==> src/rtl/ccs_pkg.sv <==
package ccs_pkg;

  localparam int unsigned WinLen = 5;

  localparam logic [7:0] CH_SLASH     = 8'h2F;
  localparam logic [7:0] CH_STAR      = 8'h2A;
  localparam logic [7:0] CH_DQUOTE    = 8'h22;
  localparam logic [7:0] CH_SQUOTE    = 8'h27;
  localparam logic [7:0] CH_BACKSLASH = 8'h5C;
  localparam logic [7:0] CH_NEWLINE   = 8'h0A;

  // Slot 0 is the oldest byte of the window.
  typedef logic [WinLen-1:0][7:0] win_t;

  typedef struct packed {
    logic char_literal_open;
    logic string_open;
    logic line_comment_open;
    logic block_comment_open;
    logic line_emitted_any;
    logic line_saw_comment;
  } flags_t;

endpackage

==> src/rtl/ccs_ifs.sv <==
interface ccs_in_if;
  logic       valid;
  logic       ready;
  logic [7:0] in_byte;
  logic       end_of_input;

  modport source (output valid, output in_byte, output end_of_input, input ready);
  modport sink (input valid, input in_byte, input end_of_input, output ready);
endinterface

interface ccs_out_if;
  logic       valid;
  logic       ready;
  logic [7:0] out_byte;
  logic       last_of_run;

  modport source (output valid, output out_byte, output last_of_run, input ready);
  modport sink (input valid, input out_byte, input last_of_run, output ready);
endinterface

==> src/rtl/c_comment_stripper.sv <==
// C comment stripper: takes source text one byte per beat and returns the text with line and
// block comments removed, the kept bytes trailing the input by a five-byte window. Each input
// beat gives zero or more output beats, and the last of them carries last_of_run. An ordinary
// byte is shifted into the window and then closes its run. A newline flushes the window with
// up to five shift steps until the window is empty, then decides on the newline and closes the
// run; end of input likewise flushes the window and closes the run without a newline.
// The single shift-and-check unit does one window step per cycle while the output is not
// stalled; no new input byte is taken until the run is closed.
module c_comment_stripper (
  input logic       clk,
  input logic       rst,
  ccs_in_if.sink    text,
  ccs_out_if.source kept
);

  typedef enum logic [3:0] {
    S_IDLE  = 4'b0001,
    S_FLUSH = 4'b0010,
    S_NEWL  = 4'b0100,
    S_FIN   = 4'b1000
  } state_t;

  state_t          state, state_next;
  ccs_pkg::win_t   win, win_next;
  ccs_pkg::flags_t flags, flags_next;
  logic            nl, nl_next;
  logic            pend_valid, pend_valid_next;
  logic [7:0]      pend_byte, pend_byte_next;
  logic            out_valid;
  logic [7:0]      out_byte_r;
  logic            out_last;

  logic            push, push_last;
  logic            out_free;
  logic            nl_emit;
  logic [7:0]      step_byte;
  ccs_pkg::win_t   step_win;
  ccs_pkg::flags_t step_flags;
  logic            step_emit;
  logic [7:0]      step_emit_byte;

  assign step_byte = (state == S_IDLE) ? text.in_byte : 8'h00;
  assign out_free  = !out_valid || kept.ready;
  assign text.ready = (state == S_IDLE);

  ccs_step u_step (
    .win        (win),
    .flags      (flags),
    .shift_byte (step_byte),
    .win_next   (step_win),
    .flags_next (step_flags),
    .emit_valid (step_emit),
    .emit_byte  (step_emit_byte)
  );

  // A produced byte waits in the pending register until the next one shows it was not the last.
  always_comb begin
    state_next      = state;
    win_next        = win;
    flags_next      = flags;
    nl_next         = nl;
    pend_valid_next = pend_valid;
    pend_byte_next  = pend_byte;
    push            = 1'b0;
    push_last       = 1'b0;
    nl_emit         = flags.line_emitted_any || !flags.line_saw_comment;

    case (state)
      S_IDLE: begin
        if (text.valid) begin
          if (text.end_of_input) begin
            nl_next    = 1'b0;
            state_next = S_FLUSH;
          end else if (text.in_byte == ccs_pkg::CH_NEWLINE) begin
            nl_next    = 1'b1;
            state_next = S_FLUSH;
          end else begin
            win_next   = step_win;
            flags_next = step_flags;
            if (step_emit) begin
              pend_valid_next = 1'b1;
              pend_byte_next  = step_emit_byte;
            end
            state_next = S_FIN;
          end
        end
      end
      S_FLUSH: begin
        if (|win) begin
          if (!(step_emit && pend_valid && !out_free)) begin
            win_next   = step_win;
            flags_next = step_flags;
            if (step_emit) begin
              push            = pend_valid;
              pend_valid_next = 1'b1;
              pend_byte_next  = step_emit_byte;
            end
          end
        end else begin
          state_next = nl ? S_NEWL : S_FIN;
        end
      end
      S_NEWL: begin
        if (!(nl_emit && pend_valid && !out_free)) begin
          if (nl_emit) begin
            push            = pend_valid;
            pend_valid_next = 1'b1;
            pend_byte_next  = ccs_pkg::CH_NEWLINE;
          end
          flags_next.line_emitted_any  = 1'b0;
          flags_next.line_saw_comment  = 1'b0;
          flags_next.line_comment_open = 1'b0;
          flags_next.char_literal_open = 1'b0;
          state_next = S_FIN;
        end
      end
      S_FIN: begin
        if (!pend_valid) begin
          state_next = S_IDLE;
        end else if (out_free) begin
          push            = 1'b1;
          push_last       = 1'b1;
          pend_valid_next = 1'b0;
          state_next      = S_IDLE;
        end
      end
      default: begin
        state_next = S_IDLE;
      end
    endcase
  end

  always_ff @(posedge clk) begin
    if (rst) begin
      state      <= S_IDLE;
      win        <= '0;
      flags      <= '0;
      pend_valid <= 1'b0;
      out_valid  <= 1'b0;
    end else begin
      state      <= state_next;
      win        <= win_next;
      flags      <= flags_next;
      pend_valid <= pend_valid_next;
      if (push) begin
        out_valid <= 1'b1;
      end else if (kept.ready) begin
        out_valid <= 1'b0;
      end
    end
  end

  always_ff @(posedge clk) begin
    nl        <= nl_next;
    pend_byte <= pend_byte_next;
    if (push) begin
      out_byte_r <= pend_byte;
      out_last   <= push_last;
    end
  end

  assign kept.valid       = out_valid;
  assign kept.out_byte    = out_byte_r;
  assign kept.last_of_run = out_last;

endmodule

==> src/rtl/ccs_step.sv <==
// One shift of the delay window followed by the opening and closing checks.
module ccs_step (
  input  ccs_pkg::win_t   win,
  input  ccs_pkg::flags_t flags,
  input  logic [7:0]      shift_byte,
  output ccs_pkg::win_t   win_next,
  output ccs_pkg::flags_t flags_next,
  output logic            emit_valid,
  output logic [7:0]      emit_byte
);

  ccs_pkg::win_t w;
  logic          comment_now;

  always_comb begin
    emit_byte  = win[0];
    emit_valid = (win[0] != 8'h00) && !(flags.line_comment_open || flags.block_comment_open);

    flags_next = flags;
    if (emit_valid) begin
      flags_next.line_emitted_any = 1'b1;
    end

    w = {shift_byte, win[ccs_pkg::WinLen-1:1]};

    // Only the first check that matches acts.
    if (flags.char_literal_open) begin
      if (w[2] == ccs_pkg::CH_SQUOTE) begin
        flags_next.char_literal_open = 1'b0;
      end
    end else if (w[0] == ccs_pkg::CH_SLASH && w[1] == ccs_pkg::CH_SLASH) begin
      flags_next.line_comment_open = !(flags.block_comment_open || flags.string_open);
    end else if (w[0] == ccs_pkg::CH_SLASH && w[1] == ccs_pkg::CH_STAR) begin
      flags_next.block_comment_open = !(flags.line_comment_open || flags.string_open);
    end else if (w[0] == ccs_pkg::CH_STAR && w[1] == ccs_pkg::CH_SLASH) begin
      if (flags.block_comment_open) begin
        flags_next.block_comment_open = 1'b0;
        w[0] = 8'h00;
        w[1] = 8'h00;
      end
    end else if (w[0] != ccs_pkg::CH_BACKSLASH && w[1] == ccs_pkg::CH_SQUOTE &&
                 (w[3] == ccs_pkg::CH_SQUOTE ||
                  (w[2] == ccs_pkg::CH_BACKSLASH && w[4] == ccs_pkg::CH_SQUOTE))) begin
      if (!(flags.line_comment_open || flags.block_comment_open)) begin
        flags_next.char_literal_open = 1'b1;
      end
    end else if (w[0] != ccs_pkg::CH_BACKSLASH && w[1] == ccs_pkg::CH_DQUOTE) begin
      flags_next.string_open = !(flags.string_open || flags.line_comment_open ||
                                 flags.block_comment_open);
    end

    comment_now = flags_next.line_comment_open || flags_next.block_comment_open;
    if (comment_now) begin
      flags_next.line_saw_comment = 1'b1;
    end

    win_next = w;
  end

endmodule

==> src/flat_wrapper.sv <==
// flat-port wrapper written by rule: the top's interface ports become plain ports
module c_comment_stripper_flat 
  (clk, rst, text_valid, text_in_byte, text_end_of_input, text_ready, kept_valid, kept_out_byte, kept_last_of_run, kept_ready);
  ccs_in_if text_i ();
  ccs_out_if kept_i ();
  input logic clk;
  input logic rst;
  input wire logic [$bits(text_i.valid)-1:0] text_valid;
  input wire logic [$bits(text_i.in_byte)-1:0] text_in_byte;
  input wire logic [$bits(text_i.end_of_input)-1:0] text_end_of_input;
  output wire logic [$bits(text_i.ready)-1:0] text_ready;
  output wire logic [$bits(kept_i.valid)-1:0] kept_valid;
  output wire logic [$bits(kept_i.out_byte)-1:0] kept_out_byte;
  output wire logic [$bits(kept_i.last_of_run)-1:0] kept_last_of_run;
  input wire logic [$bits(kept_i.ready)-1:0] kept_ready;
  assign text_i.valid = text_valid;
  assign text_i.in_byte = text_in_byte;
  assign text_i.end_of_input = text_end_of_input;
  assign text_ready = text_i.ready;
  assign kept_valid = kept_i.valid;
  assign kept_out_byte = kept_i.out_byte;
  assign kept_last_of_run = kept_i.last_of_run;
  assign kept_i.ready = kept_ready;
  c_comment_stripper u_core (.clk(clk), .rst(rst), .text(text_i), .kept(kept_i));
endmodule
==> config.mk <==
export PLATFORM = sky130hd
export DESIGN_NAME = c_comment_stripper_flat
export DESIGN_NICKNAME = d
export VERILOG_FILES = /design/src/rtl/ccs_pkg.sv /design/src/rtl/ccs_ifs.sv /design/src/rtl/c_comment_stripper.sv /design/src/rtl/ccs_step.sv /design/src/flat_wrapper.sv
export SDC_FILE = /design/constraint.sdc
export NUM_CORES = 1
export LEC_CHECK = 0
export ABC_AREA = 1
export CAP_MARGIN = 30
export CORE_UTILIZATION = 54
export CTS_BUF_LIST = sky130_fd_sc_hd__clkbuf_8
export CTS_CLUSTER_DIAMETER = 40
export CTS_CLUSTER_SIZE = 28
export DETAILED_ROUTE_END_ITERATION = 10
export DONT_BUFFER_PORTS = 1
export PLACE_DENSITY = 0.78
export SLEW_MARGIN = 20
export SYNTH_ARGS = -nofsm -noshare
export SYNTH_HDL_FRONTEND = slang
export SYNTH_SLANG_ARGS = --single-unit
==> constraint.sdc <==
create_clock -name clk -period 2.5 [get_ports clk]
set_clock_uncertainty 0.05 [all_clocks]
set_input_delay 0.125 -clock clk [delete_from_list [all_inputs] [get_ports clk]]
set_output_delay 0.125 -clock clk [all_outputs]
set_load 0.02 [all_outputs]
==> metrics.md <==
| Metric | Value |
|---|---|
| Status | finished, final reports clean |
| Max frequency | 0.426 GHz |
| Vias in the first global route | 3042 |
| CTS Buffer Depth | 2 |
| Area contributors post-synth | dfxtp_1 29%, edfxtp_1 15%, nor2_1 14%, nand2_1 13%, inv_1 6.1% |
| Port Buffer Count | 0 |
| Worst setup SP type | flop |
| Initial antenna violation count | 0 |
| Leakage power | 1.76 nW |
| Placed Cells | 595 |
| # IOs | 24 |
| Dominant register cell in the synthesized netlist | dfxtp_1 |
| DRC Markers | 0 |
| Routed WL | 8140 µm |
| Crit share post-route | a little over nine tenths |
| Power per Cell Area | 899 nW/µm² |
| Clock slew at reported path FFs | 0.08 ns |
| TritonCTS clock tree | done |
| Register area | 1580 µm² |
| Ys async rst share | 0% |
| Mapped Cells | 528 |
| Fin crit period | 2.35 ns |
| YS warnings | 0 |
| Global-route wire length before repair | 13400 µm |
| Syn Std Cell Area | 3580 µm² |
| Via count | 3361 |
| Least-Margin Pin Slew | 0.624 ns |
| MaxCap Viol Count | 0 |
| Largest net degree at the start of global routing | 43 |
| TritonCTS Buffers | 9 |
| Unrepaired setup endpoints after global routing | false |
| GRT overflow | 0 |
| Final hold vios | 0 |
| Area fraction of the dominant cell type after synthesis | about 29% |
| Clock Latency Late Sink | 0.36 ns |
| Largest fanout on the critical path | 42 |
| Die area | roughly 7000 µm² |
| Wire length per cell | between 10 and 15 µm |
| Final HPWL DP | 5530 µm |
| Tot GR Track Use | 23.9% |
| Synth cell types | 26 |
| Number of flops mapped to enable cells by yosys | 18 |
| Die height | 83.5 µm |
| Fin Hold WS | ~0.007 ns |
| Max-slew violations | 0 |
| Share of cells above drive strength 1 | 6.80% |
| Clock root buffer | clkbuf_8 |
| Flops & latches, synth | 70 |
| Final non-filler cell total | 621 |
| Final setup vio count | 0 |
| Floorplan core area | 6390 µm² |
| Post-route ant nets | 0 |
| Placer congestion estimate | 0.872 |
| Worst hold path type | in -> reg |
| Required @ worst endpoint | 2.76 ns |
| Seq/Total Area, Yosys | about 44% |
| Fin Setup TNS | 0 ns |
| Worst path arrival time | approximately 2.6 ns |
| Area post-placement | 3630 µm² |
| Area of the multi-input gates | 1670 µm² |
| Mapped Avg Cell Area | 6.79 µm² |
| H-tree depth | 3 |
| Fill cell count | 575 |
| Drt first pass iters | 6 |
| Slew HR | 58.2% |
| Vias/cell | ~5.4 |
| Ant diodes | 0 |
| Row Count | 29 |
| Critical Path Sink Type | flop |
| Die X-Extent | 83.5 µm |
| Post-CTS sizing | 0 |
| Synth-to-Final Area Change | 9.22% |
| Syn_nets | approximately 540 |
| Final net count | 552 |
| Kind of critical path | reg -> reg |
| Tot Pwr | around 0.0035 W |
| VDD IR max | between 0.7 and 0.8 mV |
| CTS sink cnt | 70 |
| Final instance area | about 4000 µm² |
| DRT iter0 DRCs | between 300 and 400 |
| Starting density of the core | 56.1% |
| Largest area contributor in the netlist | dfxtp_1 |
synth_stat cells, types with 2 or more instances:
library cell  count
inv_2             3
nor2_4            2
nor2_1          131
nor3_1            6
a21oi_1          29
buf_6             5
nand3b_1          2
inv_1            58
edfxtp_1         18
nor2_2            4
nand3_1          21
o21ai_0          12
buf_2             4
o21ai_1          17
dfxtp_1          52
nand2_1         128
nand4_1          21
nand3_4           2
clkbuf_1          5
buf_4             2
final timing paths:
path | from | end | slack (ns) | cells after the start
worst max register to register | u_core.win[31] | u_core.win[33] | 0.15 | 11
worst max-delay path | u_core.win[31] | u_core.win[33] | 0.15 | 11
worst min-delay path | text_in_byte[6] | u_core.win[38] | 0.007 | 4
worst min register to register | u_core.pend_byte[6] | u_core.kept.out_byte[6] | 0.40 | 0
final cells by class:
class / count / share of cell area, %
clock inverters: 7 / 1.85
flip-flops and latches: 70 / 40.4
clock buffers: 9 / 3.16
repair buffers: 15 / 3.52
multi-input cells: 381 / 42.6
inverters: 62 / 5.95
well taps: 77 / 2.46
routing by layer:
metal	GRT usage, %	up-vias	wire, µm
li1	-	1698	-
met1	31.4	1526	3730
met3	5.74	25	467
met2	37.8	112	3710
met4	10.0	0	228
met5	0	-	0
cells by family (layout without fill, tap and decap cells):
logic type | after synthesis | after routing | synth area share, %
and+or+nand+nor | 320 | 321 | 37.8
buffers and inverters | 78 | 93 | 9.57
DFF | 70 | 70 | 44.1
AOI/OAI and AO/OA | 60 | 60 | 8.48
repair_timing:
item,CTS,global route
buffers inserted,0,2
hold endpoints to repair,34,0
setup endpoints to repair,0,1
hold buffers,7,0
flip-flops by register name, indices dropped and copies added, names as in the netlist, 4 cells and up:
| register | count |
|---|---|
| u_core.flags | 6 |
| u_core.kept.out_byte | 8 |
| u_core.pend_byte | 8 |
| u_core.state | 4 |
| u_core.win | 40 |
stage by stage:
| step | setup WS (ns) | utilization (%) |
|---|---|---|
| 3_3_place_gp | 0.610 | 56.8 |
| 5_1_grt | 0.0129 | 61.3 |
| 2_1_floorplan | 0.617 | - |
| 6_report | 0.151 | 61.3 |
| 3_5_place_dp | 0.577 | 56.8 |
| 4_1_cts | 0.0341 | 61.0 |
worst max-delay path, stage by stage, from the launching register on:
cell and delay, ns:
dfxtp_1 0.35, nor2_1 0.20, nand2_1 0.08, nor2_1 0.11, nand2_1 0.11, nor2_4 0.14, nand3_4 0.11, nand3_4 0.16
buf_12 0.21, nand2_1 0.07, a21oi_1 0.13, dlygate4sd3_1 0.56
layout by cell type (no fill, tap or decap), types with 7 or more instances in the layout:
| cell type | instances |
|---|---|
| edfxtp_1 | 18 |
| o21ai_0 | 12 |
| dfxtp_1 | 52 |
| o21ai_1 | 17 |
| nand4_1 | 21 |
| clkbuf_8 | 9 |
| a21oi_1 | 29 |
| nand3_1 | 21 |
| buf_4 | 7 |
| nand2_1 | 128 |
| nor2_1 | 131 |
| inv_1 | 58 |
where the power goes:
group	switching [W]	leakage, nW	internal, W
combinational	0.000696	1.07	0.000357
sequential	0.000143	0.593	0.00140
clock	0.000456	0.0976	0.000464
total	0.00130	1.76	0.00222
Power figures use the tool's default switching activity.
